### src/rtl/triple_tea_block_cipher_defines.svh
// assertion macros for the triple tea block cipher
// used by the modules that carry assertions, no other dependencies
`ifndef TRIPLE_TEA_BLOCK_CIPHER_DEFINES_SVH
`define TRIPLE_TEA_BLOCK_CIPHER_DEFINES_SVH
`ifndef SYNTHESIS
`define TTEA_ASSERT_IMP(lbl, clk, rst, pre, post) \
  lbl: assert property (@(posedge clk) disable iff (rst) (pre) |-> (post)) \
    else $error("ttea implication check failed");
`define TTEA_ASSERT_NXT(lbl, clk, rst, pre, post) \
  lbl: assert property (@(posedge clk) disable iff (rst) (pre) |=> (post)) \
    else $error("ttea next-cycle check failed");
`else
`define TTEA_ASSERT_IMP(lbl, clk, rst, pre, post)
`define TTEA_ASSERT_NXT(lbl, clk, rst, pre, post)
`endif
`endif

### src/rtl/ttea_pkg.sv
// shared types, constants and round helpers for the triple tea block cipher
// no dependencies
package ttea_pkg;

  localparam logic [31:0] DELTA = 32'h9E37_79B9;
  localparam int unsigned ROUNDS = 32;
  localparam int unsigned LAYERS = 3;
  localparam int unsigned STAGES = LAYERS * ROUNDS * 2;
  localparam int unsigned ADDR_W = 6;

  typedef enum logic [2:0] {
    REG_L0_W01 = 3'd0,
    REG_L0_W23 = 3'd1,
    REG_L1_W01 = 3'd2,
    REG_L1_W23 = 3'd3,
    REG_L2_W01 = 3'd4,
    REG_L2_W23 = 3'd5
  } reg_idx_t;

  typedef logic [3:0][31:0] key_set_t;
  typedef key_set_t [LAYERS-1:0] key_bank_t;

  typedef struct packed {
    logic        func;
    logic [31:0] a;
    logic [31:0] b;
  } blk_t;

  function automatic logic [31:0] mix(input logic [31:0] x);
    return (x << 4) ^ (x >> 5);
  endfunction

  // round sum after n steps, mod 2^32
  function automatic logic [31:0] sum_at(input logic [5:0] n);
    return DELTA * {26'd0, n};
  endfunction

endpackage

### src/rtl/ttea_stage.sv
// one registered half-round of a tea layer, both directions
// depends on ttea_pkg
module ttea_stage
  import ttea_pkg::*;
#(
  parameter int unsigned ROUND = 0,
  parameter bit          HALF  = 1'b0
) (
  input  logic     clk,
  input  logic     rst,
  input  logic     in_valid,
  input  blk_t     in_blk,
  input  key_set_t enc_key,
  input  key_set_t dec_key,
  output logic     out_valid,
  output blk_t     out_blk
);

  localparam logic [31:0] ENC_SUM = sum_at(HALF ? 6'(ROUND + 1) : 6'(ROUND));
  localparam logic [31:0] DEC_SUM = sum_at(HALF ? 6'(ROUNDS - 1 - ROUND)
                                                : 6'(ROUNDS - ROUND));
  localparam logic [1:0]  ENC_IDX = HALF ? ENC_SUM[12:11] : ENC_SUM[1:0];
  localparam logic [1:0]  DEC_IDX = HALF ? DEC_SUM[1:0] : DEC_SUM[12:11];

  logic        dst_b;
  logic [31:0] src, dst, s, k, term, upd;

  always_comb begin
    dst_b = in_blk.func ^ HALF;
    src   = dst_b ? in_blk.a : in_blk.b;
    dst   = dst_b ? in_blk.b : in_blk.a;
    s     = in_blk.func ? DEC_SUM : ENC_SUM;
    k     = in_blk.func ? dec_key[DEC_IDX] : enc_key[ENC_IDX];
    term  = (src ^ s) + k + mix(src);
    upd   = in_blk.func ? dst - term : dst + term;
  end

  always_ff @(posedge clk) begin
    if (rst) begin
      out_valid <= 1'b0;
    end else begin
      out_valid <= in_valid;
    end
  end

  always_ff @(posedge clk) begin
    out_blk.func <= in_blk.func;
    out_blk.a    <= dst_b ? in_blk.a : upd;
    out_blk.b    <= dst_b ? upd : in_blk.b;
  end

endmodule

### config.mk
export PLATFORM = sky130hd
export DESIGN_NAME = ttea_stage
export DESIGN_NICKNAME = d
export VERILOG_FILES = /design/src/rtl/triple_tea_block_cipher_defines.svh /design/src/rtl/ttea_pkg.sv /design/src/rtl/ttea_stage.sv
export SDC_FILE = /design/constraint.sdc
export NUM_CORES = 1
export LEC_CHECK = 0
export ABC_AREA = 1
export BUFFER_PORTS_ARGS = -buffer_cell sky130_fd_sc_hd__buf_4
export CORE_MARGIN = 1
export CORE_UTILIZATION = 25
export DETAILED_ROUTE_END_ITERATION = 7
export PLACE_DENSITY = 0.44
export SLEW_MARGIN = 20
export SYNTH_ARGS = -nofsm -noshare
export SYNTH_HDL_FRONTEND = slang
export SYNTH_SLANG_ARGS = --single-unit
### constraint.sdc
create_clock -name clk -period 7.61 [get_ports clk]
set_input_delay 0.761 -clock clk [delete_from_list [all_inputs] [get_ports clk]]
set_output_delay 0.761 -clock clk [all_outputs]
set_load 0.005 [all_outputs]
# ---- After elaboration in Yosys (flattened, before gate mapping)
# Index checks and enable logic that the tools add are counted.
dict set report classes {
  add_sub_neg 4
  multipliers 0
  div_mod_pow 0
  n_lt_le_gt_ge 0
  n_eq_ne 0
  shift 0
  muxes 7
  n_bitwise 2
  reduce_logical 0
}
# cell count
set op_table {}
lappend op_table {{32-bit two-way mux} 7}
lappend op_table {{32-bit adder} 3}
lappend op_table {{32-bit subtractor} 1}
lappend op_table {{32-bit by 27-bit bitwise XOR with 32-bit output} 1}
lappend op_table {{32-bit bitwise XOR} 1}
dict set report totals {
  register_bits 66
  latch_bits 0
  ram_bits 0
  rom_bits 0
  out_inout_bits 66
  wordCells 17
  n_memories 0
}

# ---- Logic depth before layout (Yosys ltp)
# Gate-level depths: netlist of run 1.
dict set report logic_depth {
  depth_word 7
  ltp_mapped 38
  mapped_depth_nobuf 36
}

# ---- Worst setup path after synthesis of run 1
# Ideal clock, no wire load.
dict set report synth_timing {
  path_type {input to register}
  startpoint {input in_blk[64] (netlist name)}
  endpoint {register out_blk[29] (netlist name)}
  setup_time_ns 0.128
  arrival_time_ns 5.696
  path_slack_ns 1.786
  cell_stages 35
  path_cell_list {buf_4 > buf_2 > clkbuf_1 > clkbuf_1 > nand2_1 > nand2_1 > fa_1 > ha_1 > inv_1 > fa_1 > inv_1 > nand2_1 > nand2_1 > nand3_1 > nand2_1 > nand2_1 > nand2_2 > nand4_1 > nor2_1 > nand2_2 > nor2_4 > nand3_4 > nor2_4 > a21oi_1 > xor2_1 > inv_1 > ha_1 > a21oi_1 > o21a_1 > o21a_1 > nor3_1 > a2111oi_0 > nand3_1 > nand3_1 > o21ai_0}
}
dict set report synth_via {
  elab_chain_cells 7
  elab_cells_between_ends 12
  cone_classes {add/sub (4); mux (6); bitwise (2)}
}
# item line
set synth_rtl {}
lappend synth_rtl {{start, declared} ttea_stage.sv:12} ;# input blk_t in_blk,
lappend synth_rtl {{32-bit two-way mux, on equally long branches} {ttea_stage.sv:30, ttea_stage.sv:32}}
lappend synth_rtl {{32-bit bitwise XOR} ttea_stage.sv:34} ;# term = (src ^ s) + k + mix(src);
lappend synth_rtl {{32-bit adder (2 in series)} ttea_stage.sv:34}
lappend synth_rtl {{32-bit adder or 32-bit subtractor (tied branches)} ttea_stage.sv:35} ;# upd = in_blk.func ? dst - term : dst + term;
lappend synth_rtl {{32-bit two-way mux} ttea_stage.sv:35}
lappend synth_rtl {{32-bit two-way mux (*)} ttea_stage.sv:49} ;# out_blk.b <= dst_b ? upd : in_blk.b;
lappend synth_rtl {{end, declared} ttea_stage.sv:16} ;# output blk_t out_blk
# Every way passes the cells marked *; elsewhere a longest branch is shown, timed or not.
# A chain may end at the register's enable or synchronous reset.

# ---- Worst setup path in the final report of run 1
# Ends and elaborated chain as after synthesis.

==> results.sh, run 1 <==
export IMPL_status="complete, but fails checks"
export IMPL_violations="design-rule violations"
export IMPL_drtPass1Iterations=8
export IMPL_slew_violations=0
export IMPL_yosysSeqAreaShare_pct=14.5
export IMPL_start_util_pct=25.5
export IMPL_avgSynthCellArea_um2=5.92
export IMPL_antennaDiodeCount=0
export IMPL_via_count=9895
export IMPL_finalHoldViolCount=0
export IMPL_max_slew_margin_pct=34.8
export IMPL_cap_violations=0
export IMPL_synth_top_cells_by_count="nand2_1 (567), inv_1 (242), o21ai_0 (94)"
export IMPL_crit_fanout=66
export IMPL_synth_top_cell_by_area="nand2_1"
export IMPL_first_iter_violations=616
export IMPL_yosys_most_used_dff="dfxtp_1"
export IMPL_netlist_instances=1534
export IMPL_die_h_um=193
export IMPL_power_leakage_nw=6.31
export IMPL_synth_most_common_cell="nand2_1"
export IMPL_max_stage_delay_ns=0.57
export IMPL_ys_ff_latch=66
export IMPL_grt_ovfl_total=0
export IMPL_cts_buffers=9
export IMPL_path_class="in2reg"
export IMPL_nNetsFinal=2140
export IMPL_yosys_warnings=0
export IMPL_crit_arrival_ns=7.11
export IMPL_synth_area_leaders="nand2_1 (23%), dfxtp_1 (15%), inv_1 (10%)"
export IMPL_cts_resized=0
export IMPL_cts_path_max_buffers=2
export IMPL_drive_above_1_share_pct=15.9
export IMPL_worstSetupStartpointType="primary input"
export IMPL_dp_hpwl_mm=30.7
export IMPL_grt_pass1_wl_mm=51.7
export IMPL_first_global_vias=9313
export IMPL_timing_setup_tns_ns=0
export IMPL_grt_start_max_net_pins=67
export IMPL_drcViolationCount=46
export IMPL_cts_tree="built"
export IMPL_vias_per_cell=4.52
export IMPL_cpMostUsedCell="nand2_1"
export IMPL_clkTransAtPathRegs_ns=0.06
export IMPL_antenna_found_initial=0
export IMPL_finalSetupViolCount=0
export IMPL_die_w_um=193
export IMPL_hold_buffers=0
export IMPL_p_per_area_nw_per_um2=382
export IMPL_coreArea_um2=35700
export IMPL_grt_total_usage_pct=18.7
export IMPL_port_buffers=197
export IMPL_cp_top_family="simple AND/OR/NAND/NOR gates"
export IMPL_drt_wirelength_per_cell_um=15.8
export IMPL_required_ns=7.81
export IMPL_vdd_drop_max_mv=0.104
export IMPL_end_kind="register"
export IMPL_tightestPinTransition_ns=0.968
export IMPL_wl_mm=34.6
export IMPL_cts_root_buf="clkbuf_16"
export IMPL_cp_slowest_cell="fa_1"
export IMPL_fmax_mhz=145
export IMPL_syn_area_um2=9090
export IMPL_critPathBufInv=5
export IMPL_areaGrowthSynthToFinish_pct=25.9
export IMPL_rows=69
export IMPL_hold_path_class="in2reg"
export IMPL_cts_setup_buffers=0
export IMPL_final_cell_count_no_fill=2187
export IMPL_final_util_pct=32.1
export IMPL_period_share_pct=90.8
export IMPL_rsz0062_at_grt="false"
export IMPL_ios=390
export IMPL_synth_top_area_share_pct=23.4
export IMPL_synth_edf_count=0
export IMPL_syn_num_nets=1953
export IMPL_period_needed_ns=6.91
export IMPL_place_gp_congestion=0.929
export IMPL_dieArea_um2=37100
export IMPL_numPlacedInstances=2171
export IMPL_ant_nets=0
export IMPL_finalHoldWorstSlack_ns=0.571
export IMPL_synth_cell_types=45
export IMPL_async_flop_share_pct=0
export IMPL_htree_levels=3
export IMPL_cts_sinks=66
per-stage QoR:
step | setup WS [ns] | cell area, um^2 | power (mW)
2_1_floorplan | 1.79 | 9090 | 2.83
3_3_place_gp | 0.487 | 11100 | 3.93
3_5_place_dp | 0.405 | 11100 | 3.94
4_1_cts | 0.715 | 11400 | 4.38
5_1_grt | 0.235 | 11400 | 4.86
6_report | 0.702 | 11400 | 4.37
path summary, 6_finish.rpt:
path	slack [ns]	endpoint	from	depth (start not counted)
setup / recovery	0.70	out_blk[29]$_DFF_P_	in_blk[64]	33
hold / removal	0.57	out_valid$_SDFF_PP0_	rst	2
state kept, by name, indices dropped and copies added (netlist names):
signal and count:
out_valid 1, out_blk 65
where the power goes:
part | switching [mW] | internal (mW) | leakage (nW)
logic | 2.12 | 1.24 | 5.60
clock network | 0.155 | 0.272 | 0.144
registers | 0.0553 | 0.526 | 0.556
metal layers:
layer  routed length (um)  global-route usage [%]  share of wire [%]
met1                17500                    27.6                 51
met2                14900                    29.2                 43
met3                 1780                    1.49                5.1
met4                  412                    3.85                1.2
met5                    0                       0                  0
cell usage in the layout (no fill, tap or decap), drive strengths merged, types with 3 or more instances in the layout:
master	n
a21oi	56
nand4	16
nor2	95
o21a	6
clkinvlp	3
nand3b	7
xor2	40
and2	4
ha	62
fa	33
nand2	581
nor3	12
buf	208
or2	10
inv	248
and3	3
mux2i	17
a31oi	7
nand3	89
clkbuf	11
o21ai	102
dfxtp	66
xnor2	34
kinds of logic after synthesis:
group / synth area share [%]
AO/OA/AOI/OAI: 11.0
XOR/XNOR: 7.22
adder cells (fa/ha/maj): 15.8
buffers and inverters: 11.6
flip-flops: 14.5
multiplexers: 1.87
AND/OR/NAND/NOR: 37.9
layout make-up:
type | instances | area (um^2)
Fill cell | 3987 | 24200
Multi-Input combinational cell | 1189 | 6710
Timing Repair Buffer | 208 | 1590
Sequential cell | 66 | 1320
Inverter | 247 | 930
Tap cell | 461 | 577
Clock buffer | 11 | 253
Clock inverter | 5 | 61.3
(Power assumes the default switching activity.)
==> inputs of run 2 (changes only) <==
--- a/config.mk
+++ b/config.mk
@@ -10,7 +10,7 @@
 export CORE_MARGIN = 1
 export CORE_UTILIZATION = 25
 export DETAILED_ROUTE_END_ITERATION = 7
-export PLACE_DENSITY = 0.44
+export PLACE_DENSITY = 0.46
 export SLEW_MARGIN = 20
 export SYNTH_ARGS = -nofsm -noshare
 export SYNTH_HDL_FRONTEND = slang
==> constraint.sdc (replaced) <==
create_clock -name clk -period 5.6 [get_ports clk]
set_input_delay 0.56 -clock clk [delete_from_list [all_inputs] [get_ports clk]]
set_output_delay 0.56 -clock clk [all_outputs]
set_load 0.005 [all_outputs]
==> results.sh, run 2 (synthesis gave the netlist of run 1 again) <==
export IMPL_tightestPinTransition_ns=0.587
export IMPL_rows=69
export IMPL_die_h_um=193
export IMPL_clkTransAtPathRegs_ns=0.06
export IMPL_cts_root_buf="clkbuf_16"
export IMPL_largest_register="out_blk"
export IMPL_layout_commonest_cell="buf_4"
export IMPL_multi_input_area_um2=7620
export IMPL_p_per_area_nw_per_um2=540
export IMPL_cts_sinks=66
export IMPL_grt_start_max_net_pins=33
export IMPL_finalHoldViolCount=0
export IMPL_violations="design-rule violations"
export IMPL_antenna_found_initial=0
export IMPL_wl_mm=37.7
export IMPL_drtPass1Iterations=7
export IMPL_grt_pass1_wl_mm=56.3
export IMPL_die_w_um=193
export IMPL_status="complete, but fails checks"
export IMPL_reg_top3="out_blk x65, out_valid x1"
export IMPL_drive_above_1_share_pct=37.4
export IMPL_max_stage_delay_ns=0.51
export IMPL_finalHoldWorstSlack_ns=0.369
export IMPL_power_leakage_nw=8.11
export IMPL_largest_reg_flops=65
export IMPL_max_slew_margin_pct=60.5
export IMPL_cts_tree="built"
export IMPL_ant_nets=0
export IMPL_grt_ovfl_total=0
export IMPL_vdd_drop_max_mv=0.192
export IMPL_via_count=11100
export IMPL_period_share_pct=94.8
export IMPL_nNetsFinal=2471
export IMPL_final_cell_count_no_fill=2518
export IMPL_hold_path_class="in2reg"
export IMPL_required_ns=5.83
export IMPL_numPlacedInstances=2489
export IMPL_cpMostUsedCell="nand2_1"
export IMPL_crit_fanout=16
export IMPL_grt_total_usage_pct=20.0
export IMPL_first_global_vias=10700
export IMPL_layout_common_cells="buf_4 (526), nand2_1 (516), inv_1 (239), o21ai_0 (84), nand3_1 (75)"
export IMPL_path_class="in2reg"
export IMPL_place_gp_congestion=0.872
export IMPL_period_needed_ns=5.31
export IMPL_dp_hpwl_mm=33.0
export IMPL_slew_violations=0
export IMPL_areaGrowthSynthToFinish_pct=65.1
export IMPL_final_util_pct=42.1
export IMPL_htree_levels=3
export IMPL_end_kind="register"
export IMPL_cp_slowest_cell="fa_1"
export IMPL_cp_depth=36
export IMPL_hold_buffers=0
export IMPL_finalSetupViolCount=0
export IMPL_vias_per_cell=4.42
export IMPL_first_iter_violations=585
export IMPL_timing_setup_tns_ns=0
export IMPL_critPathBufInv=10
export IMPL_drt_wirelength_per_cell_um=15.0
export IMPL_ios=390
export IMPL_cts_path_max_buffers=2
export IMPL_cap_violations=0
export IMPL_start_util_pct=25.5
export IMPL_hold_depth=2
export IMPL_fmax_mhz=188
export IMPL_drcViolationCount=44
export IMPL_dieArea_um2=37100
export IMPL_port_buffers=197
export IMPL_cp_top_family="simple AND/OR/NAND/NOR gates"
export IMPL_seqCellArea_um2=1320
export IMPL_p_total_mw=8.10
export IMPL_crit_arrival_ns=5.54
export IMPL_hold_end="out_valid$_SDFF_PP0_"
export IMPL_n_fill_cell=3781
export IMPL_antennaDiodeCount=0
export IMPL_hold_start="rst"
export IMPL_coreArea_um2=35700
export IMPL_worstSetupStartpointType="primary input"
export IMPL_cts_buffers=9
==> run 2: cell types whose count changed in the layout (fill, tap and decap cells not counted), sizes merged <==
cell      delta
clkinv       +2
buf        +330
clkbuf       -1
clkinvlp     -3
inv          +1
bufinv       +2
==> run 2: how the worst max path moves through the flow <==
stage | start | endpoint | slack, ns
floorplan | in_blk[64] | out_blk[27]$_DFF_P_ | 0.03
finish | in_blk[64] | out_blk[26]$_DFF_P_ | 0.29
detailed placement | in_blk[64] | out_blk[29]$_DFF_P_ | -0.65
global placement | in_blk[64] | out_blk[29]$_DFF_P_ | -0.73
global route | in_blk[64] | out_blk[57]$_DFF_P_ | -0.01
CTS | in_blk[64] | out_blk[29]$_DFF_P_ | 0.05
==> run 2: layer usage <==
| metal | up-vias | track usage, % | routed length (um) |
|---|---|---|---|
| li1 | 5833 | - | - |
| met1 | 5044 | 29.0 | 18900 |
| met2 | 217 | 32.3 | 16800 |
| met3 | 23 | 1.29 | 1520 |
| met4 | 0 | 3.76 | 435 |
| met5 | - | 0 | 0 |
==> run 2: stage by stage <==
step	instance area (um^2)	worst slack [ns]
6_report	15000	0.290
5_1_grt	15000	-0.0129
4_1_cts	14200	0.0497
3_5_place_dp	13600	-0.652
3_3_place_gp	13600	-0.726
2_1_floorplan	9090	0.0294
==> run 2: where the power goes <==
part | leakage (nW) | internal (mW) | total, mW | switching [mW]
Combinational | 7.38 | 3.19 | 6.65 | 3.46
Clock | 0.171 | 0.439 | 0.663 | 0.224
Sequential | 0.556 | 0.714 | 0.783 | 0.0688
==> run 2: cell type report <==
| type | instances | share of cell area (%) |
|---|---|---|
| inverters | 247 | 6.23 |
| flip-flops and latches | 66 | 8.81 |
| clock inverters | 7 | 0.834 |
| clock buffers | 9 | 1.50 |
| well taps | 461 | 3.84 |
| multi-input cells | 1189 | 50.8 |
| repair buffers | 539 | 28.0 |
==> run 2: repair_timing <==
item,in CTS,in global routing
pin swaps,8,31
gates cloned,0,1
resized for setup,47,159
hold endpoints to repair,0,0
setup endpoints to repair,21,36
setup buffers,6,6
