==> src/rtl/triple_tea_block_cipher_defines.svh <==
// assertion macros for the triple tea block cipher
// used by the modules that carry assertions, no other dependencies
`ifndef TRIPLE_TEA_BLOCK_CIPHER_DEFINES_SVH
`define TRIPLE_TEA_BLOCK_CIPHER_DEFINES_SVH
`ifndef SYNTHESIS
`define TTEA_ASSERT_IMP(lbl, clk, rst, pre, post) \
  lbl: assert property (@(posedge clk) disable iff (rst) (pre) |-> (post)) \
    else $error("ttea implication check failed");
`define TTEA_ASSERT_NXT(lbl, clk, rst, pre, post) \
  lbl: assert property (@(posedge clk) disable iff (rst) (pre) |=> (post)) \
    else $error("ttea next-cycle check failed");
`else
`define TTEA_ASSERT_IMP(lbl, clk, rst, pre, post)
`define TTEA_ASSERT_NXT(lbl, clk, rst, pre, post)
`endif
`endif

==> src/rtl/ttea_pkg.sv <==
// shared types, constants and round helpers for the triple tea block cipher
// no dependencies
package ttea_pkg;

  localparam logic [31:0] DELTA = 32'h9E37_79B9;
  localparam int unsigned ROUNDS = 32;
  localparam int unsigned LAYERS = 3;
  localparam int unsigned STAGES = LAYERS * ROUNDS * 2;
  localparam int unsigned ADDR_W = 6;

  typedef enum logic [2:0] {
    REG_L0_W01 = 3'd0,
    REG_L0_W23 = 3'd1,
    REG_L1_W01 = 3'd2,
    REG_L1_W23 = 3'd3,
    REG_L2_W01 = 3'd4,
    REG_L2_W23 = 3'd5
  } reg_idx_t;

  typedef logic [3:0][31:0] key_set_t;
  typedef key_set_t [LAYERS-1:0] key_bank_t;

  typedef struct packed {
    logic        func;
    logic [31:0] a;
    logic [31:0] b;
  } blk_t;

  function automatic logic [31:0] mix(input logic [31:0] x);
    return (x << 4) ^ (x >> 5);
  endfunction

  // round sum after n steps, mod 2^32
  function automatic logic [31:0] sum_at(input logic [5:0] n);
    return DELTA * {26'd0, n};
  endfunction

endpackage

==> src/rtl/ttea_key_regs.sv <==
// apb register file holding the six 64-bit layer key registers
// depends on ttea_pkg and triple_tea_block_cipher_defines.svh
`include "triple_tea_block_cipher_defines.svh"

module ttea_key_regs
  import ttea_pkg::*;
(
  input  logic              clk,
  input  logic              rst,
  input  logic              psel,
  input  logic              penable,
  input  logic              pwrite,
  input  logic [ADDR_W-1:0] paddr,
  input  logic [63:0]       pwdata,
  output logic [63:0]       prdata,
  output logic              pready,
  output key_bank_t         keys
);

  logic [63:0] l0w01, l0w23, l1w01, l1w23, l2w01, l2w23;
  logic        wr_en;
  reg_idx_t    idx;

  assign pready = 1'b1;
  assign wr_en  = psel && penable && pwrite && pready;
  assign idx    = reg_idx_t'(paddr[5:3]);

  always_ff @(posedge clk) begin
    if (rst) begin
      l0w01 <= '0;
      l0w23 <= '0;
      l1w01 <= '0;
      l1w23 <= '0;
      l2w01 <= '0;
      l2w23 <= '0;
    end else if (wr_en) begin
      unique case (idx)
        REG_L0_W01: l0w01 <= pwdata;
        REG_L0_W23: l0w23 <= pwdata;
        REG_L1_W01: l1w01 <= pwdata;
        REG_L1_W23: l1w23 <= pwdata;
        REG_L2_W01: l2w01 <= pwdata;
        REG_L2_W23: l2w23 <= pwdata;
        default: ;
      endcase
    end
  end

  always_comb begin
    unique case (idx)
      REG_L0_W01: prdata = l0w01;
      REG_L0_W23: prdata = l0w23;
      REG_L1_W01: prdata = l1w01;
      REG_L1_W23: prdata = l1w23;
      REG_L2_W01: prdata = l2w01;
      REG_L2_W23: prdata = l2w23;
      default:    prdata = '0;
    endcase
  end

  // word 0 sits in the upper half of the words01 register
  assign keys[0] = {l0w23[31:0], l0w23[63:32], l0w01[31:0], l0w01[63:32]};
  assign keys[1] = {l1w23[31:0], l1w23[63:32], l1w01[31:0], l1w01[63:32]};
  assign keys[2] = {l2w23[31:0], l2w23[63:32], l2w01[31:0], l2w01[63:32]};

  `TTEA_ASSERT_NXT(a_wr_l0, clk, rst, wr_en && idx == REG_L0_W01, l0w01 == $past(pwdata))
  `TTEA_ASSERT_NXT(a_hold_l2, clk, rst, !wr_en, $stable(l2w23) && $stable(l1w01))

endmodule

==> config.mk <==
export PLATFORM = sky130hd
export DESIGN_NAME = ttea_key_regs
export DESIGN_NICKNAME = d
export VERILOG_FILES = /design/src/rtl/ttea_pkg.sv /design/src/rtl/ttea_key_regs.sv
export VERILOG_INCLUDE_DIRS = /design/src /design/src/rtl
export SDC_FILE = /design/constraint.sdc
export NUM_CORES = 1
export LEC_CHECK = 0
export BUFFER_PORTS_ARGS = -buffer_cell sky130_fd_sc_hd__clkbuf_2
export CAP_MARGIN = 20
export CORE_AREA = 2 2 206 208
export CTS_CLUSTER_SIZE = 20
export DETAILED_ROUTE_END_ITERATION = 8
export DIE_AREA = 0 0 208 210
export GPL_ROUTABILITY_DRIVEN = 0
export PLACE_DENSITY_LB_ADDON = 0.15
export SLEW_MARGIN = 20
export SYNTH_ARGS = -nofsm -noshare
export SYNTH_HDL_FRONTEND = slang
export SYNTH_SLANG_ARGS = --single-unit
==> constraint.sdc <==
create_clock -name clk -period 2 [get_ports clk]
set_input_delay 0.3 -clock clk [delete_from_list [all_inputs] [get_ports clk]]
set_output_delay 0.3 -clock clk [all_outputs]
set_load 0.01 [all_outputs]
Word-level counts from Yosys, hierarchy flattened
Cells that the tools add are included.
Storage, ports and cells
  register bits: 384
  input bits: 75
  logic and storage cells: 21
Cells by class
  equal/unequal tests: 5
  muxes and demuxes: 1
  reduce and logical (&&, ||, !) cells: 9
Operator list (number)
  $pmux W64 S6: 1
  $reduce_and A2 Y1: 6
  $eq A3 B2 Y1 const B: 2
  $eq A3 B3 Y1 const B: 2
  $eq A3 B1 Y1 const B: 1
  $logic_not A3 Y1: 1
  $logic_and A1 B1 Y1: 2

Logic depth before layout (Yosys ltp)
Gate-level depths: netlist of run 1.
  depth after elaboration: 3
  mapped depth: 7
  gate-level depth less buffers: 3

Worst setup path after synthesis of run 1
No wires, ideal clock.
  kind: input port to output port
  from: input port paddr[5]
  to: output port prdata[12]
  arrival time: 1.482 ns
  data required time: 1.700 ns
  path slack: 0.218 ns
  stages on the path: 6
  path through: buf_2 and2_1 clkbuf_1 clkbuf_1 a22oi_1 o21ai_0
On the way
  word-level cells in the longest chain between the ends: 2
  elaborated cells on any way between the ends: 7
  classes of those cells: 5 x eq/ne; 1 x mux; 1 x reduce/logical
Ends and longest elaborated chain
  from (decl): line ttea_key_regs.sv:13  | input logic [ADDR_W-1:0] paddr,
  $eq A3 B3 Y1, or another cell as far along: line ttea_key_regs.sv:50  | unique case (idx)
  $pmux W64 S6 (*): line ttea_key_regs.sv:50
  to (decl): line ttea_key_regs.sv:15  | output logic [63:0] prdata,
Mark *: on every way between the ends. The rest lies on a longest branch, timed or not.

Worst setup path after layout of run 1
  from: input port paddr[4]
  to: output port prdata[47]
The elaborated chain is that of the path after synthesis.

==> results of run 1 <==
## worst min path at each step
stage                     from  slack, ps         to
global placement     l0w01[26]        470  l0w01[26]
detailed placement   l0w23[62]        480  l0w23[62]
CTS                 pwdata[38]        100  l1w01[38]
finish              pwdata[17]        130  l2w23[17]
floorplan            l0w23[49]        500  l0w23[49]
global route        pwdata[17]        120  l2w23[17]
## layout by cell type (no fill, tap or decap), types with 3 or more instances in the layout
master and instances:
o221ai_1 16, a22oi_1 71, nand2_1 10, clkbuf_1 12, o21ai_1 4, nor2b_4 3, mux2i_1 424, clkbuf_16 45
clkbuf_2 514, nand2b_1 449, buf_12 38, mux2_2 104, or3_1 8, clkinv_2 5, dfxtp_1 377, buf_4 57
a32oi_1 22, bufinv_16 4, nand2_4 5, o21ai_0 43, clkbuf_8 12, dfxtp_2 7
## synthesized netlist by cell type, types with 3 or more instances
library cell	instances	share of area
clkbuf_1	77	0.016
buf_4	9	0.0038
nor2b_1	4	0.0014
a22oi_1	73	0.031
mux2_2	104	0.065
o21ai_0	47	0.013
o221ai_1	16	0.0078
or3_1	8	0.0028
nand2_1	12	0.0025
buf_2	48	0.013
and2_1	4	0.0014
nand2_2	3	0.0010
buf_1	7	0.0015
a32oi_1	22	0.011
dfxtp_1	384	0.43
nand2b_1	449	0.16
mux2i_1	424	0.24
## logic make-up (layout without fill, tap and decap cells)
| kind of cell | after synthesis | after routing | share of synthesized area |
|---|---|---|---|
| and+or+nand+nor | 486 | 486 | 0.169 |
| AOI/OAI and AO/OA | 160 | 160 | 0.0631 |
| buffers and inverters | 144 | 691 | 0.0363 |
| DFF | 384 | 384 | 0.429 |
| muxes | 528 | 528 | 0.302 |
| other | 1 | 3 | 0.000209 |
## per-stage QoR
| step | std cells | worst slack [ps] | hold slack [ps] | util | cell area, sq um |
|---|---|---|---|---|---|
| 2_1_floorplan | 1703 | 218 | 501 | - | 17900 |
| 3_3_place_gp | 2711 | -42.4 | 469 | 0.525 | 21800 |
| 6_report | 2791 | 49.5 | 130 | 0.562 | 23300 |
| 3_5_place_dp | 2711 | -32.7 | 477 | 0.525 | 21800 |
| 4_1_cts | 2789 | 1.34 | 97.2 | 0.561 | 23300 |
| 5_1_grt | 2790 | 0.529 | 124 | 0.562 | 23300 |
## state kept, by name (all words and copies together), names as in the netlist
name and count:
l0w01 64, l0w23 64, l1w01 64, l1w23 64
l2w01 64, l2w23 64
## cell type report
| type | instances | area [sq um] | area share |
|---|---|---|---|
| clock inverters | 10 | 154 | 0.00660 |
| diodes | 2 | 5.00 | 0.000215 |
| clock buffers | 68 | 1320 | 0.0567 |
| repair buffers | 612 | 3790 | 0.163 |
| inverters | 1 | 3.75 | 0.000161 |
| multi-input cells | 1175 | 9660 | 0.414 |
| flip-flops and latches | 384 | 7700 | 0.330 |
| well taps | 539 | 674 | 0.0289 |
## critical path: stages
cell and delay (ps):
buf_4 160, buf_12 170, or2_2 490, o221ai_1 320, clkbuf_2 200
## layer usage
metal / GRT usage / part of all wire
met1: 0.364 / 0.43
met2: 0.475 / 0.47
met3: 0.0626 / 0.068
met4: 0.111 / 0.034
met5: 0 / 0
## what timing repair did
action / 4_1_cts / 5_1_grt
endpoints found under the setup margin: 9 / 7
resized for setup: 4 / 13
pin swaps: 0 / 2
## power by group
group | leakage [nW] | switching, W | internal (W)
registers | 3.10 | 0.0000488 | 0.00771
logic | 8.02 | 0.000732 | 0.000546
clock network | 0.728 | 0.00322 | 0.00505
total | 11.8 | 0.00400 | 0.0133
==> results.py, run 1 <==
metrics = {
    "final_layout": {
        "area_growth_pct": 30.2,
        "drive_gt1_frac": 0.359,
        "nFillCells": 3747,
        "final_nets": 2292,
    },
    "clock_network": {
        "clock_latency_ps": 550,
        "cts_made_buffers": 43,
        "clkSinkCount": 384,
        "clockBufferDepth": 3,
        "clk_pin_slew_worst_paths_ps": 60,
        "cts_setup_buffers": 0,
        "ctsRootBufferMaster": "clkbuf_16",
        "holdBufCountCts": 0,
        "cts_max_level": 2,
        "cts_tree": "done",
    },
    "synthesis": {
        "asyncSetResetFlopFracSynth": 0,
        "ys_ff_latch": 384,
        "yosys.cell_types.count": 27,
        "synth_edf_count": 0,
        "yosysWarnings": 0,
        "syn_area_per_cell_sq_um": 10.5,
        "synthesis.nets": 1778,
        "netlist_area_sq_mm": 0.0179,
        "synthFlopType": "dfxtp_1",
        "synthCells": 1703,
        "synth-seq-area-share": 0.429,
    },
    "die": {
        "start_util": 0.432,
        "fp-row-count": 75,
        "die_x_microns": 208,
        "die_y_microns": 210,
        "core_sq_mm": 0.0415,
        "dieArea_sq_mm": 0.0437,
        "io_pins": 524,
    },
    "setup_path": {
        "ff2ff_setup_slack_ps": 1300,
        "reg2reg_to": "l2w01[56]",
        "cp-startpoint": "paddr[4]",
        "critical_path_class": "primary input to output port",
        "worstPathArrival_ps": 1650,
        "endpoint_kind": "output port",
        "rr_startpoint": "l2w01[56]",
        "start_kind": "primary input",
        "path_max_fanout": 18,
        "reg2reg_depth": 2,
        "setup.worst_path.end": "prdata[47]",
        "required_ps": 1700,
    },
    "timing": {
        "rsz0062_at_grt": "false",
        "slew_violations": 0,
        "finalSetupViolCount": 0,
        "period_minus_slack_ps": 1950,
        "tns_ps": 0,
        "hold_viol": 0,
        "fin_skew_ps": 0,
        "min_period_over_period": 0.975,
        "fmax_ghz": 0.513,
    },
    "power_and_ir_drop": {
        "total_power_w": 0.0173,
        "p_leak_nw": 11.8,
        "p_per_area_mw_per_mm2": 742,
        "peakVddDrop_mv": 0.527,
    },
    "grt": {
        "grt-ovfl-total": 0,
        "grt_pass1_vias": 15100,
        "grt_pass1_wl_mm": 96.0,
        "track_usage": 0.286,
        "grt_max_degree": 54,
        "grt_antenna_before_repair": 1,
    },
    "worst_hold_path": {
        "min_path_cells": 3,
        "hp-class": "primary input to flip-flop",
    },
    "route": {
        "wire_per_inst_microns": 23.3,
        "drtIter0Drc": 936,
        "wirelength_mm": 64.9,
        "drc": 0,
        "first_pass_iters": 5,
        "via_count": 15000,
        "antenna_left": 0,
        "avgViaCountPerCell": 5.39,
    },
    "placed_design": {
        "dp.final_hpwl_mm": 45.4,
        "portBuffers": 519,
    },
    "run": {
        "maxCapViolations": 0,
    },
    "run_status": {
        "status": "finished clean",
    },
}
(Power assumes the default switching activity.)
==> run 2, diff against run 1 <==
CORE_AREA = 2 2 204 206   (was 2 2 206 208)
DIE_AREA = 0 0 206 208   (was 0 0 208 210)
==> run 2 against run 1 <==
Net effect: worst setup slack got worse by 24 ps; global-route usage rose by 0.71 points; maximum frequency fell by 1.2%; sequential share of layout area rose by 0.36 points; critical path type unchanged.
==> results.py, run 2 (synthesized netlist as in run 1, its figures left out) <==
metrics = {
    "die": {
        "fp-row-count": 74,
        "die_x_microns": 206,
        "dieArea_sq_mm": 0.0428,
        "io_pins": 524,
        "die_y_microns": 208,
        "core_sq_mm": 0.0406,
        "start_util": 0.441,
    },
    "power_and_ir_drop": {
        "power.switching_w": 0.00396,
        "total_power_w": 0.0169,
        "p_leak_nw": 11.7,
        "switching_share": 0.234,
        "peakVddDrop_mv": 0.678,
        "clkPwrFrac": 0.467,
        "p_per_area_mw_per_mm2": 734,
        "seqPwrFrac": 0.459,
        "pwr-share-comb": 0.074,
        "internal_power_w": 0.0129,
    },
    "worst_hold_path": {
        "holdPathEnd": "l2w23[31]",
        "holdCritStartpoint": "pwdata[31]",
        "hp-class": "primary input to flip-flop",
        "min_path_cells": 3,
    },
    "final_layout": {
        "antennaDiodeCount": 0,
        "area_growth_pct": 28.6,
        "nFillCells": 3601,
        "final_common_cell": "clkbuf_2",
        "layout.cells.non_filler": 2765,
        "drive_gt1_frac": 0.351,
        "final_nets": 2280,
        "layout_common_cells": "515 x clkbuf_2, 449 x nand2b_1, 424 x mux2i_1, 384 x dfxtp_1, 104 x mux2_2",
    },
    "setup_path": {
        "rr_startpoint": "l2w23[46]",
        "critical_path_class": "primary input to output port",
        "worstPathArrival_ps": 1670,
        "worst_path_max_delay_cell": "mux2_2",
        "required_ps": 1700,
        "ff2ff_setup_slack_ps": 1310,
        "crit_buf_inv": 3,
        "crit_chain": "buf_6 > buf_12 > mux2_2 > a22oi_1 > o21ai_0 > clkbuf_2",
        "reg2reg_to": "l2w23[46]",
        "path_max_fanout": 21,
        "cpPeakStageDelay_ps": 350,
        "reg2reg_depth": 2,
        "endpoint_kind": "output port",
        "cpLargestDelayFamily": "buffers and inverters",
        "start_kind": "primary input",
    },
    "timing": {
        "min_period_over_period": 0.987,
        "maxSlewHeadroom": 0.663,
        "rsz0062_at_grt": "false",
        "tns_ps": 0,
        "timing.hold.ws_ps": 128,
        "fmax_ghz": 0.506,
        "slew_violations": 0,
        "worst_pin_slew_ps": 505,
        "finalSetupViolCount": 0,
        "period_minus_slack_ps": 1970,
        "hold_viol": 0,
        "setup_slack_ps": 25.1,
        "fin_skew_ps": 0,
    },
    "clock_network": {
        "clkSinkCount": 384,
        "clock_latency_ps": 550,
        "cts_tree": "done",
        "clockBufferDepth": 3,
        "holdBufCountCts": 0,
        "cts_made_buffers": 43,
        "ctsRootBufferMaster": "clkbuf_16",
        "clk_pin_slew_worst_paths_ps": 60,
        "cts_max_level": 2,
    },
    "grt": {
        "grt_pass1_wl_mm": 95.8,
        "grt_antenna_before_repair": 1,
        "grt_max_degree": 68,
        "track_usage": 0.293,
        "grt-ovfl-total": 0,
        "grt_pass1_vias": 14900,
    },
    "run": {
        "maxCapViolations": 0,
    },
    "route": {
        "antenna_left": 0,
        "drtIter0Drc": 968,
        "wirelength_mm": 65.4,
        "via_count": 15000,
        "wire_per_inst_microns": 23.6,
        "drc": 0,
        "avgViaCountPerCell": 5.41,
        "first_pass_iters": 7,
    },
    "placed_design": {
        "portBuffers": 519,
        "dp.final_hpwl_mm": 45.0,
        "placedCellCount": 2691,
        "place_ws_ps": -12.9,
    },
    "run_status": {
        "status": "finished clean",
    },
}
run 2: cell count changes in the layout (fill, tap and decap cells not counted), sizes merged:
cell    previous run  this run
bufinv             4         2
buf               97        83
inv                2         1
diode              2         0
run 2: routing by layer:
metal	track usage	vias up	part of all wire
met1	0.367	7367	0.42
li1	-	6933	-
met2	0.490	563	0.48
met3	0.0716	107	0.074
met5	0	-	0
met4	0.100	0	0.030
run 2: what timing repair did:
action,CTS,global route
gates cloned,0,1
buffers inserted,0,0
setup endpoints to repair,4,2
resized for setup,3,4
endpoints found under the hold margin,0,0
run 2: worst min-delay path, cell delays in order:
cell and delay, ps:
clkbuf_2 80, nand2b_1 170, mux2i_1 90
run 2: layout make-up:
type | count | area (sq um) | share of cell area
multi-input cells | 1175 | 9640 | 0.419
flip-flops and latches | 384 | 7690 | 0.334
repair buffers | 600 | 3640 | 0.158
clock buffers | 66 | 1310 | 0.0567
well taps | 532 | 666 | 0.0289
clock inverters | 7 | 85.1 | 0.00369
inverters | 1 | 3.75 | 0.000163
run 2: metrics by stage:
step	util	area, sq um
after floorplan	-	17900
after global placement	0.533	21600
after detailed placement	0.533	21600
after CTS	0.567	23000
after global routing	0.568	23000
final	0.568	23000
run 2: power groups by stage:
stage | clock network [W] | registers, W | logic [W]
global placement | 0 | 0.00792 | 0.00122
floorplan | 0 | 0.00794 | 0.000643
CTS | 0.00804 | 0.00775 | 0.00124
finish | 0.00790 | 0.00776 | 0.00125
detailed placement | 0 | 0.00792 | 0.00123
global route | 0.00834 | 0.00776 | 0.00131
run 2: how the worst max path moves through the flow:
| stage | from | end | slack, ps | cells after the start |
|---|---|---|---|---|
| 2_1_floorplan | paddr[5] | prdata[12] | 220 | 6 |
| 3_3_place_gp | paddr[3] | prdata[16] | -1 | 5 |
| 3_5_place_dp | paddr[3] | prdata[16] | -10 | 5 |
| 4_1_cts | l1w23[59] | prdata[59] | 10 | 4 |
| 5_1_grt | paddr[3] | prdata[59] | 2 | 6 |
| 6_report | paddr[3] | prdata[59] | 30 | 6 |
